### src/design/lcs_pkg.sv
package lcs_pkg;

	localparam int CAPACITY_DEF = 64;
	localparam int DATA_W = 32;
	localparam int FUNC_W = 3;
	localparam int STAT_W = 2;
	localparam int INDEX_W = 6;
	localparam int COUNT_W = 7;

	// Result status codes
	localparam logic [STAT_W-1:0] STAT_OK = 2'd0;
	localparam logic [STAT_W-1:0] STAT_EMPTY = 2'd1;
	localparam logic [STAT_W-1:0] STAT_FULL = 2'd2;

	// Request codes
	typedef enum logic [FUNC_W-1:0] {
		FN_APPEND = 3'd0,
		FN_DELETE = 3'd1,
		FN_DEQUEUE = 3'd2,
		FN_POP = 3'd3,
		FN_FIND = 3'd4
	} func_t;

	typedef enum logic {
		S_IDLE = 1'b0,
		S_RUN = 1'b1
	} state_t;

	// Control handed from the sequencer to the cell ring
	typedef struct packed {
		logic run;
		logic tail_cut;
		logic [DATA_W-1:0] fb;
	} ring_ctl_t;

endpackage

### src/design/lcs_cell.sv
module lcs_cell (
	input  logic                        clk,
	input  logic                        en,
	input  logic                        sel_fb,
	input  logic [lcs_pkg::DATA_W-1:0]  d_nbr,
	input  logic [lcs_pkg::DATA_W-1:0]  d_fb,
	output logic [lcs_pkg::DATA_W-1:0]  q
);

	logic [lcs_pkg::DATA_W-1:0] data_q;

	// One slot: load from the upper neighbor or from the feedback line
	always_ff @(posedge clk) begin
		if (en) begin
			data_q <= sel_fb ? d_fb : d_nbr;
		end
	end

	assign q = data_q;

endmodule

### src/design/lcs_chain.sv
module lcs_chain #(
	parameter int CAPACITY = lcs_pkg::CAPACITY_DEF
) (
	input  logic                        clk,
	input  lcs_pkg::ring_ctl_t          ctl,
	output logic [lcs_pkg::DATA_W-1:0]  head
);

	logic [lcs_pkg::DATA_W-1:0] q [CAPACITY];

	// Ring of slots shifting toward slot 0; the head re-enters at the top.
	// Once an element is dropped the ring closes one slot early, at the
	// second-to-last cell, which squeezes the gap out by the end of the pass.
	for (genvar i = 0; i < CAPACITY; i++) begin : g_cell
		logic [lcs_pkg::DATA_W-1:0] nbr;
		logic sel;

		if (i == CAPACITY - 1) begin : g_top
			assign nbr = ctl.fb;
			assign sel = 1'b1;
		end else if (i == CAPACITY - 2) begin : g_cut
			assign nbr = q[i+1];
			assign sel = ctl.tail_cut;
		end else begin : g_mid
			assign nbr = q[i+1];
			assign sel = 1'b0;
		end

		lcs_cell u_cell (
			.clk    (clk),
			.en     (ctl.run),
			.sel_fb (sel),
			.d_nbr  (nbr),
			.d_fb   (ctl.fb),
			.q      (q[i])
		);
	end

	assign head = q[0];

endmodule

### src/design/lcs_ctrl.sv
module lcs_ctrl #(
	parameter int CAPACITY = lcs_pkg::CAPACITY_DEF
) (
	input  logic                         clk,
	input  logic                         arst_n,
	input  logic                         in_valid,
	output logic                         in_ready,
	input  logic [lcs_pkg::FUNC_W-1:0]   func,
	input  logic [lcs_pkg::DATA_W-1:0]   value,
	output logic                         out_valid,
	input  logic                         out_ready,
	output logic [lcs_pkg::STAT_W-1:0]   status,
	output logic [lcs_pkg::DATA_W-1:0]   data,
	output logic [lcs_pkg::INDEX_W-1:0]  index,
	output logic [lcs_pkg::COUNT_W-1:0]  count,
	input  logic [lcs_pkg::DATA_W-1:0]   head,
	output lcs_pkg::ring_ctl_t           ctl
);

	localparam int CW = $clog2(CAPACITY);
	localparam int FW = $clog2(CAPACITY + 1);
	localparam int IW = (CW > lcs_pkg::INDEX_W) ? CW : lcs_pkg::INDEX_W;
	localparam int NW = (FW > lcs_pkg::COUNT_W) ? FW : lcs_pkg::COUNT_W;
	localparam logic [CW-1:0] LAST = CW'(CAPACITY - 1);
	localparam logic [FW-1:0] FULL_CNT = FW'(CAPACITY);

	lcs_pkg::state_t state_q, state_d;
	lcs_pkg::func_t func_q;
	logic [lcs_pkg::DATA_W-1:0] value_q;
	logic [CW-1:0] cnt_q;
	logic [FW-1:0] fill_q, fill_d;
	logic found_q, cut_q;
	logic [lcs_pkg::DATA_W-1:0] data_acc_q;
	logic [CW-1:0] idx_acc_q;
	logic out_valid_q;
	logic [lcs_pkg::STAT_W-1:0] status_q;
	logic [lcs_pkg::DATA_W-1:0] data_q;
	logic [lcs_pkg::INDEX_W-1:0] index_q;
	logic [lcs_pkg::COUNT_W-1:0] count_q;

	logic accept, last, slot_free, run, finish;
	logic [FW-1:0] pos;
	logic in_list, nonempty, full, match;
	logic hit, take, drop, wr_now, ok;
	logic [lcs_pkg::STAT_W-1:0] status_d;
	logic [IW-1:0] idx_wide;
	logic [NW-1:0] cnt_wide;

	assign accept = in_valid && in_ready;
	assign last = (cnt_q == LAST);
	assign slot_free = !out_valid_q || out_ready;
	assign run = (state_q == lcs_pkg::S_RUN) && (!last || slot_free);
	assign finish = run && last;

	// Per-step look at the element passing the head cell
	assign pos = FW'(cnt_q);
	assign in_list = (pos < fill_q);
	assign nonempty = (fill_q != '0);
	assign full = (fill_q == FULL_CNT);
	assign match = in_list && !found_q && (head == value_q);

	always_comb begin
		hit = 1'b0;
		take = 1'b0;
		drop = 1'b0;
		wr_now = 1'b0;
		unique case (func_q)
			lcs_pkg::FN_APPEND: begin
				wr_now = (pos == fill_q);
			end
			lcs_pkg::FN_DELETE: begin
				hit = match;
				drop = match;
			end
			lcs_pkg::FN_DEQUEUE: begin
				take = nonempty && (cnt_q == '0);
				drop = take;
			end
			lcs_pkg::FN_POP: begin
				take = nonempty && (pos == fill_q - FW'(1));
			end
			lcs_pkg::FN_FIND: begin
				hit = match;
			end
			default: begin
			end
		endcase
	end

	assign ctl.run = run;
	assign ctl.tail_cut = cut_q;
	assign ctl.fb = wr_now ? value_q : head;

	// Outcome at the end of the pass
	always_comb begin
		if (func_q == lcs_pkg::FN_APPEND) begin
			ok = !full;
		end else begin
			ok = found_q || hit || take;
		end
		if (ok) begin
			status_d = lcs_pkg::STAT_OK;
		end else if (func_q == lcs_pkg::FN_APPEND) begin
			status_d = lcs_pkg::STAT_FULL;
		end else begin
			status_d = lcs_pkg::STAT_EMPTY;
		end
		fill_d = fill_q;
		if (ok) begin
			priority case (func_q)
				lcs_pkg::FN_APPEND: fill_d = fill_q + FW'(1);
				lcs_pkg::FN_DELETE, lcs_pkg::FN_DEQUEUE, lcs_pkg::FN_POP:
					fill_d = fill_q - FW'(1);
				default: fill_d = fill_q;
			endcase
		end
		idx_wide = IW'(hit ? cnt_q : idx_acc_q);
		cnt_wide = NW'(fill_d);
	end

	// State machine
	always_comb begin
		state_d = state_q;
		unique case (state_q)
			lcs_pkg::S_IDLE: begin
				if (accept) begin
					state_d = lcs_pkg::S_RUN;
				end
			end
			lcs_pkg::S_RUN: begin
				if (finish) begin
					state_d = lcs_pkg::S_IDLE;
				end
			end
			default: state_d = lcs_pkg::S_IDLE;
		endcase
	end

	assign in_ready = (state_q == lcs_pkg::S_IDLE);

	always_ff @(posedge clk or negedge arst_n) begin
		if (!arst_n) begin
			state_q <= lcs_pkg::S_IDLE;
		end else begin
			state_q <= state_d;
		end
	end

	// Control registers
	always_ff @(posedge clk or negedge arst_n) begin
		if (!arst_n) begin
			cnt_q <= '0;
			found_q <= 1'b0;
			cut_q <= 1'b0;
			fill_q <= '0;
			out_valid_q <= 1'b0;
		end else begin
			if (accept) begin
				cnt_q <= '0;
				found_q <= 1'b0;
				cut_q <= 1'b0;
			end else if (run) begin
				cnt_q <= cnt_q + CW'(1);
				if (hit || take) begin
					found_q <= 1'b1;
				end
				if (drop) begin
					cut_q <= 1'b1;
				end
			end
			if (finish) begin
				fill_q <= fill_d;
				out_valid_q <= 1'b1;
			end else if (out_ready) begin
				out_valid_q <= 1'b0;
			end
		end
	end

	// Request, accumulator and result payload
	always_ff @(posedge clk) begin
		if (accept) begin
			func_q <= lcs_pkg::func_t'(func);
			value_q <= value;
			data_acc_q <= '0;
			idx_acc_q <= '0;
		end else if (run) begin
			if (take) begin
				data_acc_q <= head;
			end
			if (hit) begin
				idx_acc_q <= cnt_q;
			end
		end
		if (finish) begin
			status_q <= status_d;
			data_q <= take ? head : data_acc_q;
			index_q <= idx_wide[lcs_pkg::INDEX_W-1:0];
			count_q <= cnt_wide[lcs_pkg::COUNT_W-1:0];
		end
	end

	assign out_valid = out_valid_q;
	assign status = status_q;
	assign data = data_q;
	assign index = index_q;
	assign count = count_q;

endmodule

### src/design/compacting_list_store.sv
// Every request makes one full pass of the slot ring, one slot per cycle while the
// pass is not stalled; a pending result only stalls the final step of the pass.
// A new item is taken only once the previous pass has finished; the next item is
// taken while a result waits.
// Reset (arst_n low): element count, sequencer and output valid clear at once;
// the slot cells are not reset and need no clearing pass.
module compacting_list_store #(
	parameter int CAPACITY = lcs_pkg::CAPACITY_DEF
) (
	input  logic                         clk,
	input  logic                         arst_n,
	input  logic                         in_valid,
	output logic                         in_ready,
	input  logic [lcs_pkg::FUNC_W-1:0]   func,
	input  logic [lcs_pkg::DATA_W-1:0]   value,
	output logic                         out_valid,
	input  logic                         out_ready,
	output logic [lcs_pkg::STAT_W-1:0]   status,
	output logic [lcs_pkg::DATA_W-1:0]   data,
	output logic [lcs_pkg::INDEX_W-1:0]  index,
	output logic [lcs_pkg::COUNT_W-1:0]  count
);

	lcs_pkg::ring_ctl_t ctl;
	logic [lcs_pkg::DATA_W-1:0] head;

	lcs_ctrl #(
		.CAPACITY (CAPACITY)
	) u_ctrl (
		.clk       (clk),
		.arst_n    (arst_n),
		.in_valid  (in_valid),
		.in_ready  (in_ready),
		.func      (func),
		.value     (value),
		.out_valid (out_valid),
		.out_ready (out_ready),
		.status    (status),
		.data      (data),
		.index     (index),
		.count     (count),
		.head      (head),
		.ctl       (ctl)
	);

	lcs_chain #(
		.CAPACITY (CAPACITY)
	) u_chain (
		.clk  (clk),
		.ctl  (ctl),
		.head (head)
	);

endmodule
### config.mk
export PLATFORM = sky130hd
export DESIGN_NAME = compacting_list_store
export DESIGN_NICKNAME = d
export VERILOG_FILES = /design/src/design/lcs_pkg.sv /design/src/design/lcs_cell.sv /design/src/design/lcs_chain.sv /design/src/design/lcs_ctrl.sv /design/src/design/compacting_list_store.sv
export SDC_FILE = /design/constraint.sdc
export NUM_CORES = 1
export LEC_CHECK = 0
export BUFFER_PORTS_ARGS = -buffer_cell sky130_fd_sc_hd__buf_4
export CAP_MARGIN = 25
export CORE_MARGIN = 5
export CORE_UTILIZATION = 35
export DETAILED_ROUTE_END_ITERATION = 16
export PLACE_DENSITY_LB_ADDON = 0.08
export SYNTH_ARGS = -nofsm -noshare
export SYNTH_HDL_FRONTEND = slang
export SYNTH_SLANG_ARGS = --single-unit
### constraint.sdc
create_clock -name clk -period 55.9 [get_ports clk]
set_clock_uncertainty 0.2 [all_clocks]
set_input_delay 11.18 -clock clk [delete_from_list [all_inputs] [get_ports clk]]
set_output_delay 11.18 -clock clk [all_outputs]
set_load 0.05 [all_outputs]
==> run_results.csv, run 1 <==
group,metric,value,unit
run_status,status,"finished, final reports clean",
job,drv_cap,0,
final_layout,synthToLayoutAreaGrowth,16.31,%
final_layout,final_core_util,0.4089,
logic_synthesis,synth_top_area_share,0.9341,
sta,fin_crit_sh,0.2869,
worst_setup_path,critPathLaunchType,"input port",
sta,min_period,16.04,ns
final_layout,final_nets,2994,
power,irDropWorstVdd,30.08,uV
clock_network,cts_root_buf,"clkbuf_16",
clock_network,insertion_delay,0.82,ns
logic_synthesis,avgSynthCellArea,26.02,sq um
route,dr.first_iter.drc_count,2188,
worst_setup_path,crit_path_end_kind,"flop",
logic_synthesis,synth_top_family_by_area,"multiplexers",
grt,antenna_found_initial,11,
sta,slew_headroom,0.1747,
logic_synthesis,yosysUniqueCellTypes,50,
logic_synthesis,async_flop_share,0.007780,
final_layout,regArea,0.06515,sq mm
sta,fin_setup_tns,0,ns
grt,grt-ovfl-total,0,
logic_synthesis,synth_mux_area_frac,0.01834,
logic_synthesis,yosysWarnings,0,
clock_network,cts_buffers,221,
worst_setup_path,crit_arrival,16.29,ns
floorplan,die_width,452.3,um
route,drtAntennaViolNets,0,
logic_synthesis,netlist_area,0.06848,sq mm
clock_network,ctsResizeCount,0,
worst_setup_path,crit_required,56.15,ns
logic_synthesis,synth_enable_flop_cells,2130,
worst_hold_path,hold_start,"u_chain.g_cell[62].u_cell.q[13]",
clock_network,h-tree-depth,4,
sta,whs,0.2072,ns
floorplan,coreArea,0.1948,sq mm
floorplan,die_y,452.3,um
placed_design,placed_cells,5340,
sta,final_hold_viol_count,0,
grt,grtUsageTotal,0.09903,
grt,grt_pass1_vias,24750,
power,leakage,22.06,nW
clock_network,holdBufCountCts,0,
clock_network,cts.reportedPaths.clkPinSlew,0.06,ns
logic_synthesis,syn-num-nets,2682,
route,drc_errors,0,
logic_synthesis,synth-compound-area-share,0.005408,
floorplan,ios,88,
clock_network,clkSinkCount,2185,
placed_design,port_buffers,87,
floorplan,start_util,0.3515,
logic_synthesis,synthCells,2632,
grt,grt_pass1_wl,155800,um
grt,grt_max_degree,224,
final_layout,layout-drive-gt1-share,0.1716,
logic_synthesis,synth_area_leaders,"edfxtp_1, dfxtp_1, mux2_2",
worst_setup_path,r2r_start,"u_ctrl.cnt_q[1]",
worst_setup_path,critical_path_class,"in2reg",
floorplan,row_count,162,
logic_synthesis,ys_seq_area_frac,0.9514,
logic_synthesis,synth_fa_ha_area_frac,0.002010,
route,post_drt_wl_per_cell,18.02,um
floorplan,dieArea,0.2046,sq mm
sta,grt_setup_unrepaired,"no",
route,dr.pass1.iters,5,
logic_synthesis,synth_top_area_cell,"edfxtp_1",
worst_setup_path,critPathMaxFanout,152,
logic_synthesis,synth_xor_area_frac,0.006395,
final_layout,multi_input_area,0.003099,sq mm
placed_design,place_congestion,0.6981,
clock_network,postCtsSetupBuffers,0,
final_layout,final_common_cell,"edfxtp_1",
route,routed_wl,103900,um
final_layout,nFillCells,16810,
sta,drv_slew,0,
worst_hold_path,worstHoldPathType,"reg2reg",
power,p_per_area,41.55,mW/mm^2
sta,tightest_slew,1.238,ns
logic_synthesis,synth_seq_cells,2185,
clock_network,ctsLongestPathBuffers,3,
final_layout,final_cell_mix,"edfxtp_1, clkbuf_16, buf_4, nand2_1, mux2_2",
final_layout,stdcell_count,5763,
logic_synthesis,yosys.area_share.simple,0.01266,
route,via_count,24650,
placed_design,dp_hpwl,52530,um
clock_network,cts_tree,"done",
sta,fmax,62.35,MHz
sta,setup_violations,0,
worst_setup_path,startpoint,"out_ready",
logic_synthesis,synth_ff_type,"edfxtp_1",
route,vias_per_cell,4.277,
path summary, 6_finish.rpt:
kind / to / cells after the start / slack (ns)
worst max-delay path: u_chain.g_cell[29].u_cell.q[1] / 11 / 39.86
worst min-delay path: u_chain.g_cell[61].u_cell.q[13] / 0 / 0.21
worst max register to register: u_chain.g_cell[29].u_cell.q[1] / 12 / 49.46
worst min register to register: u_chain.g_cell[61].u_cell.q[13] / 0 / 0.21
max in group asynchronous: u_ctrl.cut_q / 1 / 45.21
min in group asynchronous: u_ctrl.fill_q[3] / 1 / 10.05
metal layers:
layer  GRT usage  vias to the layer above  part of all wire
met4     0.04682                        0             0.038
met5           0                        -                 0
li1            -                    11170                 -
met1      0.1409                    12830              0.48
met2      0.1445                      399              0.44
met3     0.02334                      242             0.040
power by group:
part / internal [W] / switching (W)
combinational: 0.0000200 / 0.0000641
clock: 0.000813 / 0.000594
sequential: 0.00181 / 0.00000608
total: 0.00265 / 0.000664
synth_stat cells, types with 2 or more instances:
cell / instances
a211oi_1: 2
a21o_1: 9
a21oi_1: 13
a41oi_1: 2
and3_1: 11
buf_1: 3
buf_2: 7
buf_6: 8
clkbuf_1: 17
dfrtp_1: 17
dfxtp_1: 38
edfxtp_1: 2130
ha_1: 11
inv_1: 15
mux2_2: 67
mux2_4: 32
nand2_1: 76
nand2b_1: 3
nand3_1: 45
nand3b_1: 2
nand4_1: 7
nor2_1: 15
nor3_1: 5
nor4_1: 4
nor4bb_1: 2
o21ai_0: 19
xnor2_1: 41
xor2_1: 9
kinds of logic after synthesis:
kind of cell	after synthesis
buffers and inverters	51
adders and majority gates	11
xor gates and xnor gates	50
AOI/OAI and AO/OA	56
muxes	101
and+or+nand+nor	178
DFF	2185
sequential cells by signal, summed over array words and instances, names as in the netlist:
signal / flops
u_ctrl.fill_q: 7
u_ctrl.index: 6
u_ctrl.count: 7
u_ctrl.cut_q: 1
u_ctrl.out_valid: 1
u_ctrl.data: 32
u_ctrl.state_q: 1
u_ctrl.func_q: 3
u_ctrl.idx_acc_q: 6
u_ctrl.status: 2
u_ctrl.data_acc_q: 32
u_chain.g_cell.u_cell.q: 2048
u_ctrl.cnt_q: 6
u_ctrl.value_q: 32
u_ctrl.found_q: 1
cell type report:
cell class | count | area share
Clock inverter | 131 | 0.01387
Inverter | 16 | 0.0008483
Multi-Input combinational cell | 396 | 0.03891
Antenna cell | 4 | 0.0001257
Clock buffer | 283 | 0.07366
Tap cell | 2624 | 0.04122
Sequential cell | 2185 | 0.8179
Timing Repair Buffer | 124 | 0.01342
stage by stage:
step           total power (W)  area (sq um)  setup slack (ns)
2_1_floorplan         0.002062         68480             16.92
3_3_place_gp          0.001935         72490             38.46
3_5_place_dp          0.001940         72530             38.10
4_1_cts               0.003375         79500             39.11
5_1_grt               0.003450         79650             39.52
6_report              0.003310         79650             39.86
worst max-delay path, stage by stage:
cell and delay (ns):
buf_4 0.07, nand2b_1 0.25, o21ai_4 0.14, inv_8 0.66, buf_4 0.86, buf_4 0.78
buf_4 0.31, buf_16 0.33, buf_4 0.78, buf_4 0.33, buf_16 0.33
No activity file was read; power rests on OpenSTA's default activity.
==> inputs of run 2 (changes only) <==
==> constraint.sdc (replaced) <==
create_clock -name clk -period 14 [get_ports clk]
set_clock_uncertainty 0.2 [all_clocks]
set_input_delay 2.8 -clock clk [delete_from_list [all_inputs] [get_ports clk]]
set_output_delay 2.8 -clock clk [all_outputs]
set_load 0.05 [all_outputs]
==> run 2 against run 1 <==
Clock-buffer cell count fell by 14. Combinational power rose to 3.9 times the previous value. Die area did not move. Wire length rose by 0.85%. Cell count fell by 0.28%. Register-to-register slack got worse by 40 ns. Total power rose to 4.0 times the previous value. Non-clock buffer count fell by 10. Critical path type unchanged.
==> run_results.csv, run 2 (synthesized netlist as in run 1, its figures left out) <==
group,metric,value,unit
clock_network,h-tree-depth,4,
run_status,status,"finished, final reports clean",
sta,fmax,168.3,MHz
final_layout,final_nets,2985,
clock_network,cts_root_buf,"clkbuf_16",
placed_design,placed_cells,5333,
floorplan,coreArea,0.1948,sq mm
power,leakage,22.05,nW
final_layout,stdcell_area,0.07956,sq mm
floorplan,die_width,452.3,um
placed_design,dp_slack,7.112,ns
floorplan,row_count,162,
worst_setup_path,crit_chain,"buf_4 -> nand2b_1 -> o21ai_4 -> inv_8 -> buf_12 -> buf_4 -> buf_4",
sta,grt_setup_unrepaired,"no",
sta,drv_slew,0,
route,drc_errors,0,
route,vias_per_cell,4.289,
final_layout,synthToLayoutAreaGrowth,16.18,%
sta,final_hold_viol_count,0,
clock_network,insertion_delay,0.81,ns
worst_setup_path,crit_path_end_kind,"flop",
worst_hold_path,hold_end,"u_chain.g_cell[30].u_cell.q[12]",
grt,grt_max_degree,210,
worst_hold_path,worstHoldPathType,"reg2reg",
placed_design,dp_hpwl,52610,um
placed_design,place_congestion,0.7279,
worst_setup_path,critical_path_class,"in2reg",
floorplan,ios,88,
clock_network,clkSinkCount,2185,
clock_network,ctsLongestPathBuffers,3,
final_layout,stdcell_count,5747,
sta,fin_crit_sh,0.4244,
grt,grt_pass1_wl,157600,um
worst_hold_path,holdPathStages,0,
floorplan,die_y,452.3,um
final_layout,final_common_cell,"edfxtp_1",
worst_setup_path,crit_top_cell,"buf_4",
route,dr.first_iter.drc_count,2323,
sta,fin_setup_tns,0,ns
power,p_per_area,166.2,mW/mm^2
power,irDropWorstVdd,103.9,uV
final_layout,largest_register_ffs,2048,
clock_network,postCtsSetupBuffers,0,
route,via_count,24650,
placed_design,placed_area,0.07253,sq mm
route,post_drt_wl_per_cell,18.23,um
worst_setup_path,ff2ff_path_depth,8,
grt,antenna_found_initial,6,
job,drv_cap,0,
route,drtAntennaViolNets,0,
sta,slew_headroom,0.2775,
worst_setup_path,critPathLaunchType,"input port",
worst_setup_path,rrSetupSlack,9.16,ns
route,routed_wl,104700,um
worst_setup_path,critPathMaxFanout,170,
sta,fin_ws,8.059,ns
route,dr.pass1.iters,5,
clock_network,ctsResizeCount,0,
grt,grt-ovfl-total,0,
worst_hold_path,hold_start,"u_chain.g_cell[31].u_cell.q[12]",
final_layout,nFillCells,16830,
final_layout,layout-drive-gt1-share,0.1742,
clock_network,holdBufCountCts,0,
sta,min_period,5.941,ns
clock_network,cts.reportedPaths.clkPinSlew,0.06,ns
final_layout,diodes,0,
grt,grt_pass1_vias,25350,
worst_setup_path,r2r_end,"u_chain.g_cell[62].u_cell.q[23]",
worst_setup_path,crit_arrival,6.17,ns
final_layout,final_cell_mix,"edfxtp_1, clkbuf_16, buf_4, nand2_1, mux2_2",
worst_setup_path,r2r_start,"u_ctrl.cnt_q[1]",
worst_setup_path,critPathMaxStageDelay,0.78,ns
worst_setup_path,cp_top_family,"buffers and inverters",
clock_network,cts_buffers,222,
worst_setup_path,crit_buf_inv,5,
floorplan,dieArea,0.2046,sq mm
clock_network,cts_tree,"done",
floorplan,start_util,0.3515,
worst_setup_path,crit_required,14.23,ns
grt,grtUsageTotal,0.1003,
placed_design,port_buffers,87,
worst_setup_path,crit_slowest_cell,"buf_4",
sta,setup_violations,0,
sta,tightest_slew,1.084,ns
run 2: metal layers:
layer  global-route usage  vias to the layer above  routed length (um)
met4              0.03603                        0                2451
met1               0.1422                    12870               50010
met2               0.1519                      408               47740
met3              0.02438                      195                4538
li1                     -                    11170                   -
met5                    0                        -                   0
run 2: report_power, final:
| group | switching, W | internal [W] |
|---|---|---|
| clock network | 0.00240 | 0.00323 |
| registers | 0.0000223 | 0.00724 |
| logic | 0.000253 | 0.0000763 |
run 2: how the worst max path moves through the flow:
stage,cells after the start,start,to,slack (ns)
finish,7,out_ready,u_chain.g_cell[62].u_cell.q[23],8.06
global route,7,out_ready,u_chain.g_cell[54].u_cell.q[27],7.81
CTS,7,out_ready,u_chain.g_cell[62].u_cell.q[23],8.05
detailed placement,7,out_ready,u_chain.g_cell[16].u_cell.q[7],7.11
global placement,7,out_ready,u_chain.g_cell[15].u_cell.q[7],7.26
floorplan,4,out_ready,u_chain.g_cell[0].u_cell.q[0],1.74
run 2: cell type report:
class | instances | area, sq um | share of cell area
Multi-Input combinational cell | 396 | 3099 | 0.03896
Clock inverter | 143 | 1179 | 0.01482
Inverter | 16 | 67.56 | 0.0008493
Tap cell | 2624 | 3283 | 0.04127
Timing Repair Buffer | 114 | 983.4 | 0.01236
Sequential cell | 2185 | 65150 | 0.8189
Clock buffer | 269 | 5796 | 0.07285
run 2: worst reg2reg max path: stages, from the launching register on:
cell	delay, ns
dfrtp_1	0.45
ha_1	0.25
and3_1	0.22
nand3_1	0.22
o21ai_4	0.14
inv_8	0.61
buf_12	0.77
buf_4	0.73
buf_4	0.79
run 2: stage by stage:
step | util | hold slack [ns] | power [W]
2_1_floorplan | - | 0.2003 | 0.007792
3_3_place_gp | 0.3723 | 0.2003 | 0.007726
3_5_place_dp | 0.3723 | 0.2045 | 0.007742
4_1_cts | 0.4081 | 0.2094 | 0.01349
5_1_grt | 0.4084 | 0.2140 | 0.01380
6_report | 0.4084 | 0.2056 | 0.01322
